File: src/ultrasonic_scan_and_proximity_buzzer_core_defines.svh
// ----------------------------------------------------------------------------
// Assertion macros for the ultrasonic scan and proximity buzzer core
// Shared property wrappers, clocked on clk and disabled during reset.
// ----------------------------------------------------------------------------
`ifndef ULTRASONIC_SCAN_AND_PROXIMITY_BUZZER_CORE_DEFINES_SVH
`define ULTRASONIC_SCAN_AND_PROXIMITY_BUZZER_CORE_DEFINES_SVH

// Same-cycle implication: when ante holds, cons must hold at that edge.
`define USBZ_ASSERT_NOW(label, ante, cons, msg) \
	label: assert property (@(posedge clk) disable iff (!arst_n) (ante) |-> (cons)) \
		else $error(msg);

// Next-cycle implication: when ante holds, cons must hold at the next edge.
`define USBZ_ASSERT_NEXT(label, ante, cons, msg) \
	label: assert property (@(posedge clk) disable iff (!arst_n) (ante) |=> (cons)) \
		else $error(msg);

`endif

File: src/usbz_pkg.sv
// ----------------------------------------------------------------------------
// usbz_pkg
// Types and fixed constants shared by the ultrasonic scan and buzzer core.
// ----------------------------------------------------------------------------
package usbz_pkg;

	// Configuration register indexes.
	typedef enum logic [2:0] {
		REG_TICK_DIVIDER    = 3'd0,
		REG_WARN_DISTANCE   = 3'd1,
		REG_MAX_RANGE       = 3'd2,
		REG_BUZZ_PERIOD_MIN = 3'd3,
		REG_BUZZ_PERIOD_MAX = 3'd4
	} reg_index_t;

	localparam int CFG_DATA_W = 10;
	localparam int DIST_W     = 10;
	localparam int MAX_SENSORS = 3;

	// Reset values of the configuration registers.
	localparam logic [7:0] RST_TICK_DIVIDER    = 8'd5;
	localparam logic [9:0] RST_WARN_DISTANCE   = 10'd40;
	localparam logic [9:0] RST_MAX_RANGE       = 10'd380;
	localparam logic [3:0] RST_BUZZ_PERIOD_MIN = 4'd1;
	localparam logic [3:0] RST_BUZZ_PERIOD_MAX = 4'd4;

	// Echo time to centimeters: divide by 116 = 4 * 29. The quotient by 29
	// uses a reciprocal multiply, exact for dividends below 29 * 1024.
	localparam int ECHO_DIVISOR   = 116;
	localparam int ECHO_LIMIT     = ECHO_DIVISOR * 1024;
	localparam int DIV29_MUL      = 18079;
	localparam int DIV29_SHIFT    = 19;

	// Distance / 10 = (distance / 2) / 5, reciprocal exact for 9-bit values.
	localparam int DIV5_MUL   = 205;
	localparam int DIV5_SHIFT = 10;

	typedef struct packed {
		logic [7:0] tick_divider;
		logic [9:0] warn_distance;
		logic [9:0] max_range;
		logic [3:0] buzz_period_min;
		logic [3:0] buzz_period_max;
	} cfg_t;

	typedef struct packed {
		logic [3:0] count;
		logic       level;
	} buzz_state_t;

endpackage

File: src/ultrasonic_scan_and_proximity_buzzer_core.sv
// ----------------------------------------------------------------------------
// ultrasonic_scan_and_proximity_buzzer_core
// Round-robin ultrasonic echo ranging with a distance-driven warning buzzer.
// ----------------------------------------------------------------------------
//
// Channel   Handshake                Payload
// input     in_valid / in_ready      func, sensor, capture
// result    out_valid / out_ready    trigger, buzzer_on, dist_one..dist_three
// config    cfg_wen                  cfg_index, cfg_wdata
//
// The accepting edge loads a request into the input register, and the update
// step moves it through the update logic into the result register once that
// register is free or being emptied, so the result is registered. One request
// is accepted every cycle while the result side does not stall; the rate
// is set by the single state update that the tick counter, echo timers and buzzer
// share. arst_n clears the valid flags and block state and loads the register
// reset values; sensor one counts as fired. A stalled result holds the input
// register, which then stalls the input side only once both registers are full.
//
module ultrasonic_scan_and_proximity_buzzer_core #(
	parameter int NUM_SENSORS  = 3,
	parameter int CAPTURE_BITS = 16
) (
	input  logic                    clk,
	input  logic                    arst_n,

	input  logic                    in_valid,
	output logic                    in_ready,
	input  logic                    func,
	input  logic [1:0]              sensor,
	input  logic [CAPTURE_BITS-1:0] capture,

	output logic                    out_valid,
	input  logic                    out_ready,
	output logic [1:0]              trigger,
	output logic                    buzzer_on,
	output logic [9:0]              dist_one,
	output logic [9:0]              dist_two,
	output logic [9:0]              dist_three,

	input  logic                    cfg_wen,
	input  logic [2:0]              cfg_index,
	input  logic [9:0]              cfg_wdata
);

`include "ultrasonic_scan_and_proximity_buzzer_core_defines.svh"

	localparam logic [1:0] NUM_S = 2'(NUM_SENSORS);

	// Configuration registers.
	usbz_pkg::cfg_t cfg_q;

	// Input register.
	logic                    valid_s1;
	logic                    func_s1;
	logic [1:0]              sensor_s1;
	logic [CAPTURE_BITS-1:0] capture_s1;

	// Result register.
	logic       valid_s2;
	logic [1:0] trigger_s2;
	logic       buzzer_s2;
	logic [9:0] dist_s2 [usbz_pkg::MAX_SENSORS];

	// Block state.
	logic [7:0]              tick_count_q;
	logic [1:0]              scan_index_q;
	logic [1:0]              armed_q;
	logic                    phase_q [usbz_pkg::MAX_SENSORS];
	logic [CAPTURE_BITS-1:0] start_q [usbz_pkg::MAX_SENSORS];
	logic [9:0]              dist_q  [usbz_pkg::MAX_SENSORS];
	usbz_pkg::buzz_state_t   buzz_q;

	// Next state.
	logic [7:0]              tick_count_d;
	logic [1:0]              scan_index_d;
	logic [1:0]              armed_d;
	logic                    phase_d [usbz_pkg::MAX_SENSORS];
	logic [CAPTURE_BITS-1:0] start_d [usbz_pkg::MAX_SENSORS];
	logic [9:0]              dist_d  [usbz_pkg::MAX_SENSORS];
	usbz_pkg::buzz_state_t   buzz_d;
	usbz_pkg::buzz_state_t   buzz_fire;

	logic       advance;
	logic       fire;
	logic [1:0] trig_d;
	logic [7:0] tick_inc;
	logic [1:0] scan_next;
	logic [1:0] rd_idx;
	logic       edge_ok;
	logic [9:0] range_dist;
	logic       range_ok;

	// The update step runs whenever the input register holds a request and
	// the result register is free or being emptied in this cycle.
	assign advance  = valid_s1 && (!valid_s2 || out_ready);
	assign in_ready = !valid_s1 || advance;

	// Configuration writes; indexes past the list are ignored.
	always_ff @(posedge clk or negedge arst_n) begin
		if (!arst_n) begin
			cfg_q.tick_divider    <= usbz_pkg::RST_TICK_DIVIDER;
			cfg_q.warn_distance   <= usbz_pkg::RST_WARN_DISTANCE;
			cfg_q.max_range       <= usbz_pkg::RST_MAX_RANGE;
			cfg_q.buzz_period_min <= usbz_pkg::RST_BUZZ_PERIOD_MIN;
			cfg_q.buzz_period_max <= usbz_pkg::RST_BUZZ_PERIOD_MAX;
		end else if (cfg_wen) begin
			case (cfg_index)
				usbz_pkg::REG_TICK_DIVIDER:    cfg_q.tick_divider    <= cfg_wdata[7:0];
				usbz_pkg::REG_WARN_DISTANCE:   cfg_q.warn_distance   <= cfg_wdata;
				usbz_pkg::REG_MAX_RANGE:       cfg_q.max_range       <= cfg_wdata;
				usbz_pkg::REG_BUZZ_PERIOD_MIN: cfg_q.buzz_period_min <= cfg_wdata[3:0];
				usbz_pkg::REG_BUZZ_PERIOD_MAX: cfg_q.buzz_period_max <= cfg_wdata[3:0];
				default: ;
			endcase
		end
	end

	// Input register.
	always_ff @(posedge clk or negedge arst_n) begin
		if (!arst_n) begin
			valid_s1 <= 1'b0;
		end else if (in_ready) begin
			valid_s1 <= in_valid;
		end
	end

	always_ff @(posedge clk) begin
		if (in_valid && in_ready) begin
			func_s1    <= func;
			sensor_s1  <= sensor;
			capture_s1 <= capture;
		end
	end

	// Sensor code three has no timer slot; point the read at slot zero, the
	// edge is rejected anyway.
	assign rd_idx = (sensor_s1 == 2'd3) ? 2'd0 : sensor_s1;

	usbz_range #(
		.CAPTURE_BITS(CAPTURE_BITS)
	) u_range (
		.capture   (capture_s1),
		.start_time(start_q[rd_idx]),
		.max_range (cfg_q.max_range),
		.dist_cm   (range_dist),
		.accept    (range_ok)
	);

	usbz_buzz u_buzz (
		.dist_cm(dist_q[0]),
		.cfg    (cfg_q),
		.cur    (buzz_q),
		.nxt    (buzz_fire)
	);

	assign tick_inc  = tick_count_q + 8'd1;
	// Round robin 1, 2, ... NUM_SENSORS, then back to sensor one.
	assign scan_next = (scan_index_q >= NUM_S) ? 2'd1 : scan_index_q + 2'd1;
	// An edge counts only from an existing sensor that is the one armed.
	assign edge_ok   = (sensor_s1 < NUM_S) && (sensor_s1 != 2'd3) &&
		(armed_q == sensor_s1 + 2'd1);

	always_comb begin
		tick_count_d = tick_count_q;
		scan_index_d = scan_index_q;
		armed_d      = armed_q;
		phase_d      = phase_q;
		start_d      = start_q;
		dist_d       = dist_q;
		buzz_d       = buzz_q;
		fire         = 1'b0;
		trig_d       = 2'd0;
		if (advance) begin
			if (!func_s1) begin
				// A divider of zero never holds the count back, so it fires on
				// every tick just as a divider of one does.
				if (tick_inc < cfg_q.tick_divider) begin
					tick_count_d = tick_inc;
				end else begin
					fire         = 1'b1;
					tick_count_d = 8'd0;
					scan_index_d = scan_next;
					armed_d      = scan_next;
					trig_d       = scan_next;
					buzz_d       = buzz_fire;
				end
			end else if (edge_ok) begin
				if (!phase_q[rd_idx]) begin
					// First edge: remember when the echo pulse started.
					start_d[rd_idx] = capture_s1;
					phase_d[rd_idx] = 1'b1;
				end else begin
					// The closing edge ends the measurement and disarms the sensor;
					// an out-of-range result keeps the old distance.
					if (range_ok) begin
						dist_d[rd_idx] = range_dist;
					end
					phase_d[rd_idx] = 1'b0;
					armed_d         = 2'd0;
				end
			end
		end
	end

	always_ff @(posedge clk or negedge arst_n) begin
		if (!arst_n) begin
			tick_count_q <= 8'd0;
			scan_index_q <= 2'd1;
			armed_q      <= 2'd1;
			buzz_q       <= '0;
			for (int i = 0; i < usbz_pkg::MAX_SENSORS; i++) begin
				phase_q[i] <= 1'b0;
				start_q[i] <= '0;
				dist_q[i]  <= '0;
			end
		end else begin
			tick_count_q <= tick_count_d;
			scan_index_q <= scan_index_d;
			armed_q      <= armed_d;
			buzz_q       <= buzz_d;
			phase_q      <= phase_d;
			start_q      <= start_d;
			dist_q       <= dist_d;
		end
	end

	// Result register: filled on each update step, emptied when taken.
	always_ff @(posedge clk or negedge arst_n) begin
		if (!arst_n) begin
			valid_s2 <= 1'b0;
		end else if (advance) begin
			valid_s2 <= 1'b1;
		end else if (out_ready) begin
			valid_s2 <= 1'b0;
		end
	end

	always_ff @(posedge clk) begin
		if (advance) begin
			trigger_s2 <= trig_d;
			buzzer_s2  <= buzz_d.level;
			dist_s2    <= dist_d;
		end
	end

	assign out_valid  = valid_s2;
	assign trigger    = trigger_s2;
	assign buzzer_on  = buzzer_s2;
	assign dist_one   = dist_s2[0];
	assign dist_two   = dist_s2[1];
	assign dist_three = dist_s2[2];

	`USBZ_ASSERT_NEXT(a_step_gives_result, advance, valid_s2, "update step left no result")
	`USBZ_ASSERT_NEXT(a_fire_clears_count, fire, tick_count_q == 8'd0, "fire kept tick count")
	`USBZ_ASSERT_NOW(a_armed_in_range, 1'b1, armed_q <= NUM_S, "armed sensor out of range")
	`USBZ_ASSERT_NOW(a_stall_only_full, !in_ready, valid_s1 && valid_s2, "stall with free slot")

endmodule

File: src/usbz_range.sv
// ----------------------------------------------------------------------------
// usbz_range
// Converts a wrapped echo time difference into a distance and range check.
// ----------------------------------------------------------------------------
module usbz_range #(
	parameter int CAPTURE_BITS = 16
) (
	input  logic [CAPTURE_BITS-1:0] capture,
	input  logic [CAPTURE_BITS-1:0] start_time,
	input  logic [9:0]              max_range,
	output logic [9:0]              dist_cm,
	output logic                    accept
);

	localparam int EXT_W = (CAPTURE_BITS > 17) ? CAPTURE_BITS : 17;

	logic [CAPTURE_BITS-1:0] diff;
	logic [EXT_W-1:0]        diff_ext;
	logic                    too_far;
	logic [14:0]             quarter;
	logic [29:0]             product;

	assign diff     = capture - start_time;
	assign diff_ext = EXT_W'(diff);

	// Anything at or above 116 * 1024 cannot fit a 10-bit range setting.
	assign too_far  = diff_ext >= EXT_W'(usbz_pkg::ECHO_LIMIT);
	assign quarter  = diff_ext[16:2];
	assign product  = 30'(quarter) * 30'(usbz_pkg::DIV29_MUL);
	assign dist_cm  = product[usbz_pkg::DIV29_SHIFT +: 10];
	assign accept   = !too_far && (dist_cm <= max_range);

endmodule

File: src/usbz_buzz.sv
// ----------------------------------------------------------------------------
// usbz_buzz
// Next buzzer counter and level for one scan interval.
// ----------------------------------------------------------------------------
module usbz_buzz (
	input  logic [9:0]           dist_cm,
	input  usbz_pkg::cfg_t       cfg,
	input  usbz_pkg::buzz_state_t cur,
	output usbz_pkg::buzz_state_t nxt
);

	logic [8:0]  half;
	logic [16:0] product;
	logic [6:0]  quot;
	logic [6:0]  period_raw;
	logic [6:0]  period_lo;
	logic [6:0]  period_cl;
	logic [3:0]  period;
	logic [3:0]  count_inc;

	assign half       = dist_cm[9:1];
	assign product    = 17'(half) * 17'(usbz_pkg::DIV5_MUL);
	assign quot       = product[usbz_pkg::DIV5_SHIFT +: 7];
	assign period_raw = quot + 7'd1;

	// The upper clamp is applied last, so it wins when the clamps cross.
	assign period_lo  = (period_raw <= {3'b000, cfg.buzz_period_min}) ?
		{3'b000, cfg.buzz_period_min} : period_raw;
	assign period_cl  = (period_lo >= {3'b000, cfg.buzz_period_max}) ?
		{3'b000, cfg.buzz_period_max} : period_lo;
	assign period     = period_cl[3:0];
	assign count_inc  = cur.count + 4'd1;

	always_comb begin
		nxt = cur;
		if (dist_cm > cfg.warn_distance) begin
			nxt.level = 1'b0;
		end else if (count_inc >= period) begin
			nxt.level = !cur.level;
			nxt.count = 4'd0;
		end else begin
			nxt.count = count_inc;
		end
	end

endmodule

File: config.mk
export PLATFORM = sky130hd
export DESIGN_NAME = ultrasonic_scan_and_proximity_buzzer_core
export DESIGN_NICKNAME = d
export VERILOG_FILES = /design/src/usbz_pkg.sv /design/src/ultrasonic_scan_and_proximity_buzzer_core.sv /design/src/usbz_range.sv /design/src/usbz_buzz.sv
export VERILOG_INCLUDE_DIRS = /design/src /design/src/src
export SDC_FILE = /design/constraint.sdc
export NUM_CORES = 1
export LEC_CHECK = 0
export BUFFER_PORTS_ARGS = -buffer_cell sky130_fd_sc_hd__buf_4
export CAP_MARGIN = 25
export CORE_ASPECT_RATIO = 1.4
export CORE_MARGIN = 3
export CORE_UTILIZATION = 55
export CTS_CLUSTER_DIAMETER = 80
export DETAILED_ROUTE_END_ITERATION = 12
export MAX_ROUTING_LAYER = met4
export PLACE_DENSITY_LB_ADDON = 0.3
export SLEW_MARGIN = 20
export SYNTH_ARGS = -nofsm -noshare
export SYNTH_HDL_FRONTEND = slang
export SYNTH_SLANG_ARGS = --single-unit
File: constraint.sdc
create_clock -name clk -period 32.2 [get_ports clk]
set_clock_uncertainty 0.2 [all_clocks]
set_input_delay 4.83 -clock clk [delete_from_list [all_inputs] [get_ports clk]]
set_output_delay 4.83 -clock clk [all_outputs]
set_load 0.02 [all_outputs]
==> reports/results.txt <==
DIE WIDTH - 142 um
Post-Syn Instances - 1280
r2r setup slk - 19.89 ns
post_cts resized - 0
Buffers & Inverters on Critical Path - 6
routability cong. - 0.925
Simple-Gate Fraction of Synth Area - 0.0729
compound-gate portion of the synthesized area - 0.0868
Tcrit/Tclk final - 0.382
critical setup path kind - flop to flop
vias in the first global route - 10226
R2R Path Start - sensor_s1[0]$_DFFE_PP_
flops & latches, synth - 188
largest net degree at the start of global routing - 75
Wirelength per Cell - 17.9 um
first-pass GRT wire length - 50200 um
placed cell count - 1662
Critical Path End Type - flop
CP Max Fanout - 24
setup violators final - 0
# port buffers - 71
Post-CTS Setup Inserts - 0
Worst Hold Class - flop to flop
yosys warns - 0
H-tree depth - 4
CTS tree - done
Synth area leader - dfrtp_1
final cell count without fillers - 1695
starting density of the core - 0.559
FF-to-FF End - dist_three[3]$_DFFE_PP_
core area - 25500 um2
CP max stage delay - 0.74 ns
maximum clock path buffer count - 2
mean post-synth cell area - 11.1 um2
CP most frequent cell - fa_1
CP max-delay cell - nor3_2
startpoint types - flop
Root Driver - clkbuf_16
Hold Vio Cnt, Final - 0
hold_ws - 0.288 ns
mux cell area share after synthesis - 0.0914
normalized max-slew margin - 0.293
Congestion Overflow GR - 0
final wirelength - 30400 um
# DRC - 0
r2r worst-path depth - 39
Highest Clock Rate - 0.0813 GHz
EDFF count, synth - 52
routed via count - 9385
Worst Hold Depth - 1
clock sinks - 188
max-slew violations - 0
library cells used by synthesis - 79
DP HPWL - 24400 um
fin crit period - 12.31 ns
IO Pins - 72
number of DRC markers in iteration 0 - 431
Worst Max-Slew Pin Slew - 1.06 ns
register area share after synthesis - 0.350
Core Rows - 69
area grow syn2layout - 11.1%
largest family of logic cells by synthesized area - adder cells
xor/xnor share of the synthesized area - 0.0313
Vias/cell - 5.54
crit path DAT - 12.29 ns
total global-route track usage - 0.235
Die Height - 196 um
Top delay family on crit path - adder cells
Final nets - 1703
clock slew at reported path FFs - 0.07 ns
synthesized area - 14200 um2
TNS Setup - 0 ns
max-cap violations - 0
Synth Flop Type - dfrtp_1
asr flop ratio synth - 0.723
drt first pass iters - 4
clock buffer count from CTS - 17
Adder-Cell Fraction of Synth Area - 0.306
Post-DRT Antenna Nets - 0
end-of-flow core utilization - 0.621
status - finished, final reports clean
# hold bufs at CTS - 0
Worst EP required - 32.18 ns
Ant. Diodes - 0
share of cells above drive strength 1 - 0.182
initial antenna violation count - 0
syn nets - 1620
die area - 27900 um2
RSZ-0062 raised after global routing - no
clock latency on the worst-skew pair - 0.44 ns
Synth top area share - 0.214
top cells by area, synth - dfrtp_1, ha_1, edfxtp_1
-- worst max-delay path by stage --
stage	slack, ns	to	cells after the start	startpoint
after CTS	19.86	dist_three[3]$_DFFE_PP_	39	sensor_s1[0]$_DFFE_PP_
after global routing	19.12	dist_three[4]$_DFFE_PP_	39	sensor_s1[0]$_DFFE_PP_
final	19.89	dist_three[3]$_DFFE_PP_	39	sensor_s1[0]$_DFFE_PP_
after global placement	20.17	dist_three[0]$_DFFE_PP_	39	sensor_s1[0]$_DFFE_PP_
after floorplan	20.73	dist_three[0]$_DFFE_PP_	41	sensor_s1[0]$_DFFE_PP_
after detailed placement	19.90	dist_three[4]$_DFFE_PP_	39	sensor_s1[0]$_DFFE_PP_
-- per-layer routing --
metal	vias to the layer above	global-route usage	part of all wire
met5	-	-	0
met4	0	0.117	0.053
met3	97	0.0306	0.023
met2	168	0.425	0.54
met1	4582	0.248	0.39
li1	4538	-	-
-- final cells by class --
class	instances	area (um2)
Inverter	215	807
Sequential cell	188	4980
Clock buffer	17	425
Clock inverter	15	183
Timing Repair Buffer	83	627
Tap cell	319	399
Fill cell	2021	9650
Multi-Input combinational cell	858	8400
-- cell usage in the layout (no fill, tap or decap), types with 7 or more instances in the layout --
cell type and count:
o21bai_1 7, nand2_1 66, nand2b_1 13, xnor2_1 29
inv_1 215, xor2_1 20, edfxtp_1 52, dfrtp_1 122
ha_1 228, mux2i_1 25, a21o_1 23, nor2_1 39
dfstp_2 14, nor3_1 11, clkbuf_16 17, buf_4 81
a21oi_1 35, nor2b_1 9, o21ai_0 60, mux2_2 92
nand3_1 15, fa_1 75, and3_1 8, or2_2 7
-- synthesized netlist by cell type, types with 8 or more instances --
master and instances:
ha_1 228, inv_1 215, dfrtp_1 122, mux2_2 92, fa_1 75, nand2_1 66
o21ai_0 60, edfxtp_1 52, nor2_1 40, a21oi_1 35, xnor2_1 29, mux2i_1 25
a21o_1 23, xor2_1 20, clkbuf_1 15, nand3_1 15, dfstp_2 14, nand2b_1 13
nor3_1 11, nor2b_1 9, and3_1 8
-- registers in the layout, indices dropped and copies added (netlist names), 2 cells and up, named ones only --
register,flops
armed_q,2
buzz_q,5
capture_s1,16
cfg_q,36
dist_one,10
dist_q,30
dist_three,10
dist_two,10
scan_index_q,2
sensor_s1,2
start_q,48
tick_count_q,8
trigger,2
-- cell families after synthesis --
kind of cell | after synthesis
flops | 188
xor+xnor | 50
buf+inv | 234
fa+ha+maj | 303
compound gates | 184
simple gates | 203
mux | 118
-- through the flow --
stage / instance area [um2] / setup slack (ns)
after global placement: 15200 / 20.17
final: 15800 / 19.89
after detailed placement: 15200 / 19.90
after CTS: 15800 / 19.86
after global routing: 15800 / 19.12
after floorplan: 14200 / 20.73
Power is not shown: default switching activity piles up to over one toggle a cycle in this logic, so the estimate is an artifact.
